`src/sv/sat_pkg.sv`:
```
`default_nettype none
package sat_pkg;

	localparam int ADDR_W           = 32;
	localparam int COUNT_W          = 5;
	localparam int INDEX_W          = 4;
	localparam int CMD_W            = 2;
	localparam int MAX_SECTIONS_DEF = 16;

	localparam logic [CMD_W-1:0] CMD_WRITE = 2'd0;
	localparam logic [CMD_W-1:0] CMD_V2F   = 2'd1;
	localparam logic [CMD_W-1:0] CMD_F2V   = 2'd2;

	localparam int PADDR_W = 3;
	localparam logic REG_HEADER_SIZE   = 1'b0;
	localparam logic REG_SECTION_COUNT = 1'b1;

	typedef struct packed {
		logic [ADDR_W-1:0] virt;
		logic [ADDR_W-1:0] size;
		logic [ADDR_W-1:0] file;
	} sat_entry_t;

	// controller -> datapath
	typedef struct packed {
		logic take;
		logic rd_en;
		logic load_out;
	} sat_ctl_t;

	// datapath -> controller
	typedef struct packed {
		logic busy;
	} sat_sts_t;

endpackage
`default_nettype wire

```
`src/sv/sat_if.sv`:
```
`default_nettype none
interface sat_in_if;
	logic                         valid;
	logic                         ready;
	logic [sat_pkg::CMD_W-1:0]    command;
	logic [sat_pkg::INDEX_W-1:0]  entry_index;
	logic [sat_pkg::ADDR_W-1:0]   virtual_start;
	logic [sat_pkg::ADDR_W-1:0]   raw_size;
	logic [sat_pkg::ADDR_W-1:0]   raw_offset;
	logic [sat_pkg::ADDR_W-1:0]   query_address;

	modport source (output valid, command, entry_index, virtual_start, raw_size,
		raw_offset, query_address, input ready);
	modport sink (input valid, command, entry_index, virtual_start, raw_size,
		raw_offset, query_address, output ready);
endinterface

interface sat_out_if;
	logic                       valid;
	logic                       ready;
	logic [sat_pkg::ADDR_W-1:0] translated;
	logic                       found;
	logic                       in_headers;

	modport source (output valid, translated, found, in_headers, input ready);
	modport sink (input valid, translated, found, in_headers, output ready);
endinterface
`default_nettype wire

```
`src/sv/sat_ctrl.sv`:
```
`default_nettype none
module sat_ctrl #(
	parameter int MAX_SECTIONS = sat_pkg::MAX_SECTIONS_DEF,
	parameter int CNT_W        = $clog2(MAX_SECTIONS + 1),
	parameter int IDX_W        = (MAX_SECTIONS > 1) ? $clog2(MAX_SECTIONS) : 1
) (
	input  wire logic                      clk,
	input  wire logic                      arst_n,
	input  wire logic                      req_valid,
	input  wire logic [sat_pkg::CMD_W-1:0] req_command,
	output logic                           req_ready,
	output logic                           rsp_valid,
	input  wire logic                      rsp_ready,
	input  wire logic [CNT_W-1:0]          limit,
	input  wire sat_pkg::sat_sts_t         sts,
	output sat_pkg::sat_ctl_t              ctl,
	output logic [IDX_W-1:0]               rd_addr
);

	typedef enum logic [1:0] {
		S_IDLE,
		S_SCAN,
		S_DRAIN,
		S_DONE
	} state_t;

	state_t           state_q;
	logic [CNT_W-1:0] idx_q;
	logic             out_valid_q;

	assign req_ready    = (state_q == S_IDLE);
	assign rsp_valid    = out_valid_q;
	assign rd_addr      = idx_q[IDX_W-1:0];
	assign ctl.take     = req_valid && req_ready;
	assign ctl.rd_en    = (state_q == S_SCAN) && (idx_q < limit);
	assign ctl.load_out = (state_q == S_DONE) && (!out_valid_q || rsp_ready);

	always_ff @(posedge clk or negedge arst_n) begin
		if (!arst_n) begin
			state_q     <= S_IDLE;
			idx_q       <= '0;
			out_valid_q <= 1'b0;
		end else begin
			if (ctl.load_out) begin
				out_valid_q <= 1'b1;
			end else if (rsp_ready) begin
				out_valid_q <= 1'b0;
			end
			unique case (state_q)
				S_IDLE: begin
					if (ctl.take) begin
						idx_q <= '0;
						if (req_command == sat_pkg::CMD_V2F || req_command == sat_pkg::CMD_F2V) begin
							state_q <= S_SCAN;
						end else begin
							state_q <= S_DONE;
						end
					end
				end
				S_SCAN: begin
					if (ctl.rd_en) begin
						idx_q <= idx_q + CNT_W'(1);
					end else begin
						state_q <= S_DRAIN;
					end
				end
				S_DRAIN: begin
					if (!sts.busy) begin
						state_q <= S_DONE;
					end
				end
				S_DONE: begin
					if (ctl.load_out) begin
						state_q <= S_IDLE;
					end
				end
				default: begin
					state_q <= S_IDLE;
				end
			endcase
		end
	end

endmodule
`default_nettype wire

```
`src/sv/sat_dp.sv`:
```
`default_nettype none
module sat_dp #(
	parameter int MAX_SECTIONS = sat_pkg::MAX_SECTIONS_DEF,
	parameter int IDX_W        = (MAX_SECTIONS > 1) ? $clog2(MAX_SECTIONS) : 1
) (
	input  wire logic                         clk,
	input  wire logic                         arst_n,
	input  wire sat_pkg::sat_ctl_t            ctl,
	output sat_pkg::sat_sts_t                 sts,
	input  wire logic [IDX_W-1:0]             rd_addr,
	input  wire logic [sat_pkg::CMD_W-1:0]    command,
	input  wire logic [sat_pkg::INDEX_W-1:0]  entry_index,
	input  wire logic [sat_pkg::ADDR_W-1:0]   virtual_start,
	input  wire logic [sat_pkg::ADDR_W-1:0]   raw_size,
	input  wire logic [sat_pkg::ADDR_W-1:0]   raw_offset,
	input  wire logic [sat_pkg::ADDR_W-1:0]   query_address,
	input  wire logic [sat_pkg::ADDR_W-1:0]   header_size,
	output logic [sat_pkg::ADDR_W-1:0]        translated,
	output logic                              found,
	output logic                              in_headers
);

	localparam int WI_W = IDX_W + sat_pkg::INDEX_W;

	sat_pkg::sat_entry_t mem [MAX_SECTIONS];
	sat_pkg::sat_entry_t rd_q;
	logic                rd_vld_q;

	logic [sat_pkg::CMD_W-1:0]  cmd_q;
	logic [sat_pkg::ADDR_W-1:0] addr_q;
	logic                       hdr_q;

	logic [sat_pkg::ADDR_W-1:0] from_s1, to_s1, end_s1;
	logic                       vld_s1;

	logic                       found_q;
	logic [sat_pkg::ADDR_W-1:0] diff_q, to_q;

	logic [sat_pkg::ADDR_W-1:0] trans_q;
	logic                       found_out_q, hdr_out_q;

	logic [WI_W-1:0] wr_idx;
	logic            wr_en;
	logic            xlate;
	logic            hit_s1;

	assign wr_idx   = {{IDX_W{1'b0}}, entry_index};
	assign wr_en    = ctl.take && (command == sat_pkg::CMD_WRITE)
		&& (wr_idx < WI_W'(MAX_SECTIONS));
	assign xlate    = (cmd_q == sat_pkg::CMD_V2F) || (cmd_q == sat_pkg::CMD_F2V);
	assign hit_s1   = vld_s1 && (from_s1 <= addr_q) && (addr_q < end_s1);
	assign sts.busy = rd_vld_q || vld_s1;

	// section table
	always_ff @(posedge clk) begin
		if (wr_en) begin
			mem[wr_idx[IDX_W-1:0]] <= '{virt: virtual_start, size: raw_size, file: raw_offset};
		end
		if (ctl.rd_en) begin
			rd_q <= mem[rd_addr];
		end
	end

	// request, entry pipeline, first-hit and output registers (payload)
	always_ff @(posedge clk) begin
		if (ctl.take) begin
			cmd_q  <= command;
			addr_q <= query_address;
			hdr_q  <= (query_address < header_size);
		end
		if (rd_vld_q) begin
			if (cmd_q == sat_pkg::CMD_V2F) begin
				from_s1 <= rd_q.virt;
				to_s1   <= rd_q.file;
				end_s1  <= rd_q.virt + rd_q.size;
			end else begin
				from_s1 <= rd_q.file;
				to_s1   <= rd_q.virt;
				end_s1  <= rd_q.file + rd_q.size;
			end
		end
		if (hit_s1 && !found_q) begin
			diff_q <= addr_q - from_s1;
			to_q   <= to_s1;
		end
		if (ctl.load_out) begin
			if (!xlate) begin
				trans_q     <= '0;
				found_out_q <= 1'b0;
				hdr_out_q   <= 1'b0;
			end else if (hdr_q) begin
				trans_q     <= addr_q;
				found_out_q <= 1'b1;
				hdr_out_q   <= 1'b1;
			end else if (found_q) begin
				trans_q     <= diff_q + to_q;
				found_out_q <= 1'b1;
				hdr_out_q   <= 1'b0;
			end else begin
				trans_q     <= '0;
				found_out_q <= 1'b0;
				hdr_out_q   <= 1'b0;
			end
		end
	end

	// pipeline valids and hit flag
	always_ff @(posedge clk or negedge arst_n) begin
		if (!arst_n) begin
			rd_vld_q <= 1'b0;
			vld_s1   <= 1'b0;
			found_q  <= 1'b0;
		end else begin
			rd_vld_q <= ctl.rd_en;
			vld_s1   <= rd_vld_q;
			if (ctl.take) begin
				found_q <= 1'b0;
			end else if (hit_s1) begin
				found_q <= 1'b1;
			end
		end
	end

	assign translated = trans_q;
	assign found      = found_out_q;
	assign in_headers = hdr_out_q;

endmodule
`default_nettype wire

```
`src/sv/section_address_translator_core.sv`:
```
`default_nettype none
// Channel   Role    Word carried
// req       sink    command, entry_index, virtual_start, raw_size, raw_offset, query_address
// rsp       source  translated, found, in_headers
// apb       slave   header_size (0x0), section_count (0x4)
//
// A translate word raises rsp.valid after the scan and the compare pipeline: the table
// is scanned one entry per cycle through its single registered read port, up to
// min(section_count, MAX_SECTIONS) entries, then a two-stage compare pipeline drains.
// A write word or an unused command skips the scan and answers from S_DONE.
// arst_n clears the controller, valid bits and both registers; the table holds
// garbage until written. A stalled rsp holds its word while the next req word
// is taken; a new result waits in the controller until the output is free.
module section_address_translator_core #(
	parameter int MAX_SECTIONS = sat_pkg::MAX_SECTIONS_DEF
) (
	input  wire logic                          clk,
	input  wire logic                          arst_n,
	sat_in_if.sink                             req,
	sat_out_if.source                          rsp,
	input  wire logic                          psel,
	input  wire logic                          penable,
	input  wire logic                          pwrite,
	input  wire logic [sat_pkg::PADDR_W-1:0]   paddr,
	input  wire logic [31:0]                   pwdata,
	output logic [31:0]                        prdata,
	output logic                               pready
);

	localparam int CNT_W = $clog2(MAX_SECTIONS + 1);
	localparam int IDX_W = (MAX_SECTIONS > 1) ? $clog2(MAX_SECTIONS) : 1;
	localparam int SAT_W = (CNT_W > sat_pkg::COUNT_W) ? CNT_W : sat_pkg::COUNT_W;

	logic [sat_pkg::ADDR_W-1:0]  header_size_q;
	logic [sat_pkg::COUNT_W-1:0] section_count_q;
	logic [SAT_W-1:0]            count_ext;
	logic [CNT_W-1:0]            limit;
	logic                        apb_wr;

	sat_pkg::sat_ctl_t ctl;
	sat_pkg::sat_sts_t sts;
	logic [IDX_W-1:0]  rd_addr;

	// Register file: a write lands on the access phase.
	assign pready = 1'b1;
	assign apb_wr = psel && penable && pwrite && pready;

	always_ff @(posedge clk or negedge arst_n) begin
		if (!arst_n) begin
			header_size_q   <= '0;
			section_count_q <= '0;
		end else if (apb_wr) begin
			unique case (paddr[2])
				sat_pkg::REG_HEADER_SIZE:   header_size_q   <= pwdata;
				sat_pkg::REG_SECTION_COUNT: section_count_q <= pwdata[sat_pkg::COUNT_W-1:0];
				default: ;
			endcase
		end
	end

	always_comb begin
		unique case (paddr[2])
			sat_pkg::REG_HEADER_SIZE:   prdata = header_size_q;
			sat_pkg::REG_SECTION_COUNT: prdata = {{(32 - sat_pkg::COUNT_W){1'b0}}, section_count_q};
			default:                    prdata = '0;
		endcase
	end

	// Cap the scan length at the table depth.
	assign count_ext = SAT_W'(section_count_q);
	assign limit     = (count_ext > SAT_W'(MAX_SECTIONS)) ? CNT_W'(MAX_SECTIONS)
		: count_ext[CNT_W-1:0];

	// Sequencer: accepts a word, walks the table for a translation, hands the result to rsp.
	sat_ctrl #(
		.MAX_SECTIONS (MAX_SECTIONS),
		.CNT_W        (CNT_W),
		.IDX_W        (IDX_W)
	) u_ctrl (
		.clk         (clk),
		.arst_n      (arst_n),
		.req_valid   (req.valid),
		.req_command (req.command),
		.req_ready   (req.ready),
		.rsp_valid   (rsp.valid),
		.rsp_ready   (rsp.ready),
		.limit       (limit),
		.sts         (sts),
		.ctl         (ctl),
		.rd_addr     (rd_addr)
	);

	// Table, window compare and output register.
	sat_dp #(
		.MAX_SECTIONS (MAX_SECTIONS),
		.IDX_W        (IDX_W)
	) u_dp (
		.clk           (clk),
		.arst_n        (arst_n),
		.ctl           (ctl),
		.sts           (sts),
		.rd_addr       (rd_addr),
		.command       (req.command),
		.entry_index   (req.entry_index),
		.virtual_start (req.virtual_start),
		.raw_size      (req.raw_size),
		.raw_offset    (req.raw_offset),
		.query_address (req.query_address),
		.header_size   (header_size_q),
		.translated    (rsp.translated),
		.found         (rsp.found),
		.in_headers    (rsp.in_headers)
	);

endmodule
`default_nettype wire

```
`src/flat_wrapper.sv`:
```
// flat-port wrapper written by rule: the top's interface ports become plain ports
module section_address_translator_core_flat 
#(
	parameter int MAX_SECTIONS = sat_pkg::MAX_SECTIONS_DEF
)
  (clk, arst_n, psel, penable, pwrite, paddr, pwdata, prdata, pready, req_valid, req_command, req_entry_index, req_virtual_start, req_raw_size, req_raw_offset, req_query_address, req_ready, rsp_valid, rsp_translated, rsp_found, rsp_in_headers, rsp_ready);
  sat_in_if req_i ();
  sat_out_if rsp_i ();
  input  wire logic clk;
  input  wire logic arst_n;
  input  wire logic psel;
  input  wire logic penable;
  input  wire logic pwrite;
  input  wire logic [sat_pkg::PADDR_W-1:0] paddr;
  input  wire logic [31:0] pwdata;
  output logic [31:0] prdata;
  output logic pready;
  input wire logic [$bits(req_i.valid)-1:0] req_valid;
  input wire logic [$bits(req_i.command)-1:0] req_command;
  input wire logic [$bits(req_i.entry_index)-1:0] req_entry_index;
  input wire logic [$bits(req_i.virtual_start)-1:0] req_virtual_start;
  input wire logic [$bits(req_i.raw_size)-1:0] req_raw_size;
  input wire logic [$bits(req_i.raw_offset)-1:0] req_raw_offset;
  input wire logic [$bits(req_i.query_address)-1:0] req_query_address;
  output wire logic [$bits(req_i.ready)-1:0] req_ready;
  output wire logic [$bits(rsp_i.valid)-1:0] rsp_valid;
  output wire logic [$bits(rsp_i.translated)-1:0] rsp_translated;
  output wire logic [$bits(rsp_i.found)-1:0] rsp_found;
  output wire logic [$bits(rsp_i.in_headers)-1:0] rsp_in_headers;
  input wire logic [$bits(rsp_i.ready)-1:0] rsp_ready;
  assign req_i.valid = req_valid;
  assign req_i.command = req_command;
  assign req_i.entry_index = req_entry_index;
  assign req_i.virtual_start = req_virtual_start;
  assign req_i.raw_size = req_raw_size;
  assign req_i.raw_offset = req_raw_offset;
  assign req_i.query_address = req_query_address;
  assign req_ready = req_i.ready;
  assign rsp_valid = rsp_i.valid;
  assign rsp_translated = rsp_i.translated;
  assign rsp_found = rsp_i.found;
  assign rsp_in_headers = rsp_i.in_headers;
  assign rsp_i.ready = rsp_ready;
  section_address_translator_core #(.MAX_SECTIONS(MAX_SECTIONS)) u_core (.clk(clk), .arst_n(arst_n), .req(req_i), .rsp(rsp_i), .psel(psel), .penable(penable), .pwrite(pwrite), .paddr(paddr), .pwdata(pwdata), .prdata(prdata), .pready(pready));
endmodule
```
`config.mk`:
```
export PLATFORM = sky130hd
export DESIGN_NAME = section_address_translator_core_flat
export DESIGN_NICKNAME = d
export VERILOG_FILES = /design/src/sv/sat_pkg.sv /design/src/sv/sat_if.sv /design/src/sv/sat_ctrl.sv /design/src/sv/sat_dp.sv /design/src/sv/section_address_translator_core.sv /design/src/flat_wrapper.sv
export SDC_FILE = /design/constraint.sdc
export NUM_CORES = 2
export LEC_CHECK = 0
export BUFFER_PORTS_ARGS = -buffer_cell sky130_fd_sc_hd__buf_2
export CORE_UTILIZATION = 61
export DETAILED_ROUTE_END_ITERATION = 10
export PLACE_DENSITY = 0.75
export SLEW_MARGIN = 40
export SYNTH_ARGS = -nofsm -noshare
export SYNTH_HDL_FRONTEND = slang
export SYNTH_SLANG_ARGS = --single-unit
```
`constraint.sdc`:
```
create_clock -name clk -period 18.7 [get_ports clk]
set_input_delay 0 -clock clk [delete_from_list [all_inputs] [get_ports clk]]
set_output_delay 0 -clock clk [all_outputs]
set_load 0.02 [all_outputs]
```
* Word-level counts from Yosys, hierarchy flattened *
Memory sizes are Yosys's and may differ from the RTL's. A register that Yosys moved wholly into a read port is not among the register bits.
Cells that the tools add are included.

cells by class
  add/subtract/negate cells = 5
  $lt $le $gt $ge = 6
  equality and inequality tests = 12
  multiplexer cells = 25
  bitwise operators = 1
  reduce and logical (&&, ||, !) cells = 25

operators by type and width
  cell                                                   count
  2-to-1 mux 32 bit                                      5
  adder 32 bit                                           3
  < comparator 32 bit                                    2
  case mux 32 bit (2 select lines)                       1
  <= comparator 32 bit                                   1
  subtractor 32 bit                                      1
  2-to-1 mux 5 bit                                       3
  logical AND 1 bit                                      10
  2-to-1 mux 2 bit                                       5
  case mux 5 bit (2 select lines)                        1
  2-to-1 mux 1 bit                                       9
  equality test 2 bit (second input constant)            4
  inequality test 2 bit (second input constant)          4
  case mux 2 bit (4 select lines)                        1
  equality test 2 x 1 -> 1 bit (second input constant)   3
  nonzero test 2 bit                                     3
  adder 5 x 1 -> 5 bit (second input constant)           1
  greater-than comparator 5 bit (second input constant)  1
  < comparator 4 x 5 -> 1 bit (second input constant)    1
  < comparator 5 bit                                     1
  zero test 2 bit                                        2
  logical OR 1 bit                                       4
  AND reduction 2 bit                                    2
  AND reduction 4 bit                                    1
  4 further kinds                                        5

word-level totals
  register bits after elaboration = 277
  memory bits (writable) = 1536
  output and inout bits = 69
  logic and storage cells = 94
  memories = 1

memories
  memory           depth  width  rd ports  clocked after memory_dff  wr ports  line          source
  u_core.u_dp.mem  16     96     1         1                         1         sat_dp.sv:25  sat_pkg::sat_entry_t mem [MAX_SECTIONS];

* Logic depth before layout (Yosys ltp) *
  depth in word-level cells = 6
  gate-level depth with buffers = 16
  depth with buffers taken out = 14

* Modules after synthesis *
A second synthesis with hierarchy kept.

second synthesis, totals
  cell total of the unflattened synthesis = 3709
  area, all modules = 77435.5 um^2

modules (own cells, without submodules)
  module                           times used  cells an instance  area an instance (um^2)  seq. area each (um^2)
  sat_dp                           1           3514               74941.9                  55958.7
  section_address_translator_core  1           122                1808.0                   925.9
  sat_ctrl                         1           73                 685.7                    200.2

* Worst setup path after synthesis *
Ideal clock, no wire load.

  kind = register to register
  start point = register u_core.u_ctrl.state_q[0]
  end point = memory u_core.u_dp.mem[0][0] in the netlist's numbering (enable)
  arrival time = 9.063 ns
  data required time = 18.030 ns
  setup slack = 8.967 ns
  cell stages (with the launch flop) = 8
  buffers on the path = 1
  clock period less this slack = 9.733 ns
  cell sequence = dfrtp_1 > inv_1 > ha_1 > and2_1 > clkbuf_1 > nand2_1 > or3_1 > nor3_1

RTL lines
  element                 line            source
  from (decl)             sat_ctrl.sv:27  state_t state_q;
  from (signal assigned)  sat_ctrl.sv:40  state_q <= S_IDLE;
  from (signal assigned)  sat_ctrl.sv:54  state_q <= S_SCAN;
  from (signal assigned)  sat_ctrl.sv:56  state_q <= S_DONE;
  to (decl)               sat_dp.sv:25

* Final worst setup path *
  start point = register u_core.u_ctrl.idx_q[0]
  end point = register, netlist name u_core.u_dp.rd_q[85]

on the way
  word-level cells in the longest chain between the ends = 2

RTL lines
  element                 line            source
  from (decl)             sat_ctrl.sv:28  logic [CNT_W-1:0] idx_q;
  from (signal assigned)  sat_ctrl.sv:62  idx_q <= idx_q + CNT_W'(1);
  < comparator 5 bit      sat_ctrl.sv:35  assign ctl.rd_en = (state_q == S_SCAN) && (idx_q < limit);
  logical AND 1 bit       sat_ctrl.sv:35

Parallel ways exist; a longest one is shown, timed or not.
A chain may end at the register's enable or synchronous reset.

==> run metrics <==
status finished clean; hold violation count in the final report 0; # rows 130; final setup fails 0; vias in the first global route 40800; # clock sinks 1909; final cycle utilization of the critical path 0.262; HPWL Detailed around 100 mm; Net Sw Frac 0.276; prevailing post-synth register cell edfxtp_1; DR iter-0 viols 4699; fin worst setup slack around 14 ns; die area 128000 sq um; CTS tree built; initial antenna violation count 16; kind of critical path flip-flop to flip-flop; RSZ-0062 raised after global routing false; WP data arrival 5.45 ns; crit-path max FO 63; Yosys cell types 73; number of CTS-inserted buffers 185; Psw between 3 and 4 mW; Final GP Congestion approximately 0.95; fmax just over 200 MHz; DR vias/cell ~6.6; clock skew 0.0356 ns; pin count of the biggest net entering global routing 97; remaining antenna violation count 0; Async SR Flop Fraction 0.0251; Area growth syn-to-layout 16.1%; total of max-cap violations 0; required time worst endpoint 19.25 ns; Buffers on Ports between 200 and 250; Cells after Synth approximately 3800; cell-internal power around 8.2 mW; most frequent cell after synthesis edfxtp_1; first-pass GRT wire length 280 mm; Ports 245; Die Ht around 360 um; Slew Viols, Final 0; share of the synthesized area in the top cell type 0.725; clk buf depth 3; initial core utilization 0.614; number of synthesized flops with an enable pin ~1900; worst slew pin tran 0.921 ns; synth warn 0; Fin Setup TNS 0 ns; syn nets approximately 4000; H-tree depth 4; CP Launch Type flip-flop; post-synth top area cell edfxtp_1; Peak supply drop approximately 0.11 mV; Comb pwr share 0.207; mapped cell area ~77000 sq um; vias approximately 41000; power share of the clock group 0.326; clk root buf clkbuf_16; Mean Syn Cell Area 20.5 sq um; Hold WC Path Type input pin to flip-flop; All-Layer GR Usage 0.309; Final min period 4.90 ns; static leakage 29.7 nW; share of layout cells above drive strength 1 0.264; Final nets about 4700; Core Footprint 126000 sq um; total power per unit cell area 126 nW/um^2; final wirelength 199 mm; wire length per cell 32.1 um; TritonRoute pass-1 iters 7; DP Worst Slack approximately 13 ns; total grt overflow 0; CTS clk-pin slew, worst paths 0.06 ns; Seq/Total Area, Yosys 0.740; Sequential Power Share 0.466; DR DRC count 0; relative slew slack 0.386; top cells by count, synth 1861 x edfxtp_1, 480 x mux4_2, 167 x ha_1; Clock Latency Late Sink approximately 0.84 ns; CP Capture Type flip-flop; CTS resizes 0; #FFs+latches synth around 1900; synth top area cells edfxtp_1 72%, mux4_2 14%, ha_1 2.7%, dfrtp_1 1.6%, mux2_2 1.5%; Die X roughly 360 um
[sequential cells by signal, indices dropped and copies added (netlist names), 5 cells and up]
name and cells:
u_core.count_ext 5, u_core.header_size_q 32, u_core.u_ctrl.idx_q 5, u_core.u_dp.addr_q 32, u_core.u_dp.diff_q 32, u_core.u_dp.end_s1 32
u_core.u_dp.from_s1 32, u_core.u_dp.mem 1536, u_core.u_dp.rd_q 96, u_core.u_dp.to_q 32, u_core.u_dp.to_s1 32, u_core.u_dp.translated 32
[what timing repair did]
| item | CTS | global route |
|---|---|---|
| endpoints found under the setup margin | 0 | 0 |
| hold buffers | 273 | 0 |
| hold endpoints to repair | 1863 | 0 |
| buffers inserted | 0 | 0 |
[cells by family after synthesis]
group                    share of synthesized area
adder cells (fa/ha/maj)                     0.0279
AO/OA/AOI/OAI                               0.0327
buffers and inverters                       0.0139
AND/OR/NAND/NOR                             0.0209
other                                    0.0000486
XOR/XNOR                                   0.00920
flip-flops                                   0.740
multiplexers                                 0.155
[final cells by class]
| type | count | area, sq um |
|---|---|---|
| Timing Repair Buffer | 586 | 4840 |
| Antenna cell | 5 | 12.5 |
| Clock buffer | 220 | 4780 |
| Tap cell | 1650 | 2060 |
| Clock inverter | 123 | 1140 |
| Multi-Input combinational cell | 1567 | 19100 |
| Sequential cell | 1909 | 57100 |
| Fill cell | 7169 | 36000 |
| Inverter | 131 | 492 |
[critical path: stages (launching register included)]
cell	delay, ns
dfrtp_4	0.60
buf_12	0.28
buf_12	0.33
buf_16	0.42
buf_4	0.37
buf_4	0.41
buf_12	0.29
buf_4	0.56
mux4_2	0.61
mux4_2	0.51
[power groups by stage]
stage          sequential [mW]  clock (mW)  combinational, mW
2_1_floorplan             5.28           0               1.61
3_3_place_gp              5.37           0               2.16
3_5_place_dp              5.36           0               2.21
4_1_cts                   5.28        3.71               2.30
5_1_grt                   5.28        3.88               2.54
6_report                  5.28        3.69               2.34
[per-stage QoR]
stage | power (mW) | util | cell area (sq um) | hold slack (ns) | std cells
after floorplan | 6.89 | - | 77100 | -0.296 | 3759
after global placement | 7.53 | 0.641 | 80500 | 0.153 | 5557
after detailed placement | 7.57 | 0.643 | 80800 | 0.159 | 5566
after CTS | 11.3 | 0.712 | 89400 | 0.0427 | 6182
after global routing | 11.7 | 0.713 | 89500 | 0.0773 | 6189
final | 11.3 | 0.713 | 89500 | 0.0860 | 6191
[placed cells by master (no fill, tap or decap), types with 11 or more instances in the layout]
cell / n
a21o_1: 72
a21oi_1: 106
a31oi_1: 11
and3_1: 14
buf_12: 14
buf_2: 241
buf_4: 34
buf_6: 18
bufinv_16: 16
clkbuf_1: 34
clkbuf_16: 186
clkinv_1: 43
clkinv_2: 37
dfrtp_1: 43
dlygate4sd3_1: 273
edfxtp_1: 1861
ha_1: 166
inv_1: 131
mux2_2: 102
mux4_2: 480
nand2_1: 102
nand2b_1: 12
nand3_1: 26
nand4_1: 26
nor2_1: 84
nor2_4: 13
nor2b_1: 12
nor3_1: 13
o21a_1: 11
o21ai_0: 82
o21ai_1: 13
o21bai_1: 16
xnor2_1: 46
xor2_1: 35
[routing by layer]
layer / global-route usage / part of all wire / wire, um / vias up
li1: - / - / - / 16800
met1: 0.433 / 0.38 / 76300 / 21100
met2: 0.501 / 0.49 / 98000 / 2451
met3: 0.0532 / 0.088 / 17400 / 390
met4: 0.104 / 0.036 / 7080 / 14
met5: 0 / 0.00050 / 100 / -
[worst paths after layout]
kind / start / end / slack (ns) / depth (start not counted)
max: u_core.u_ctrl.idx_q[0]$_DFFE_PN0P_ / u_core.u_dp.rd_q[85]$_DFFE_PP_ / 13.80 / 9
max in group asynchronous: arst_n / u_core.u_ctrl.idx_q[2]$_DFFE_PN0P_ / 17.76 / 4
min in group asynchronous: arst_n / u_core.header_size_q[8]$_DFFE_PN0P_ / 0.42 / 4
min: req_raw_size[12] / u_core.u_dp.mem[7][44]$_DFFE_PP_ / 0.09 / 2
max reg2reg: u_core.u_ctrl.idx_q[0]$_DFFE_PN0P_ / u_core.u_dp.rd_q[85]$_DFFE_PP_ / 13.80 / 9
min reg2reg: u_core.u_dp.to_s1[24]$_DFFE_PP_ / u_core.u_dp.to_q[24]$_DFFE_PP_ / 0.42 / 0
No activity file was read; power rests on OpenSTA's default activity.
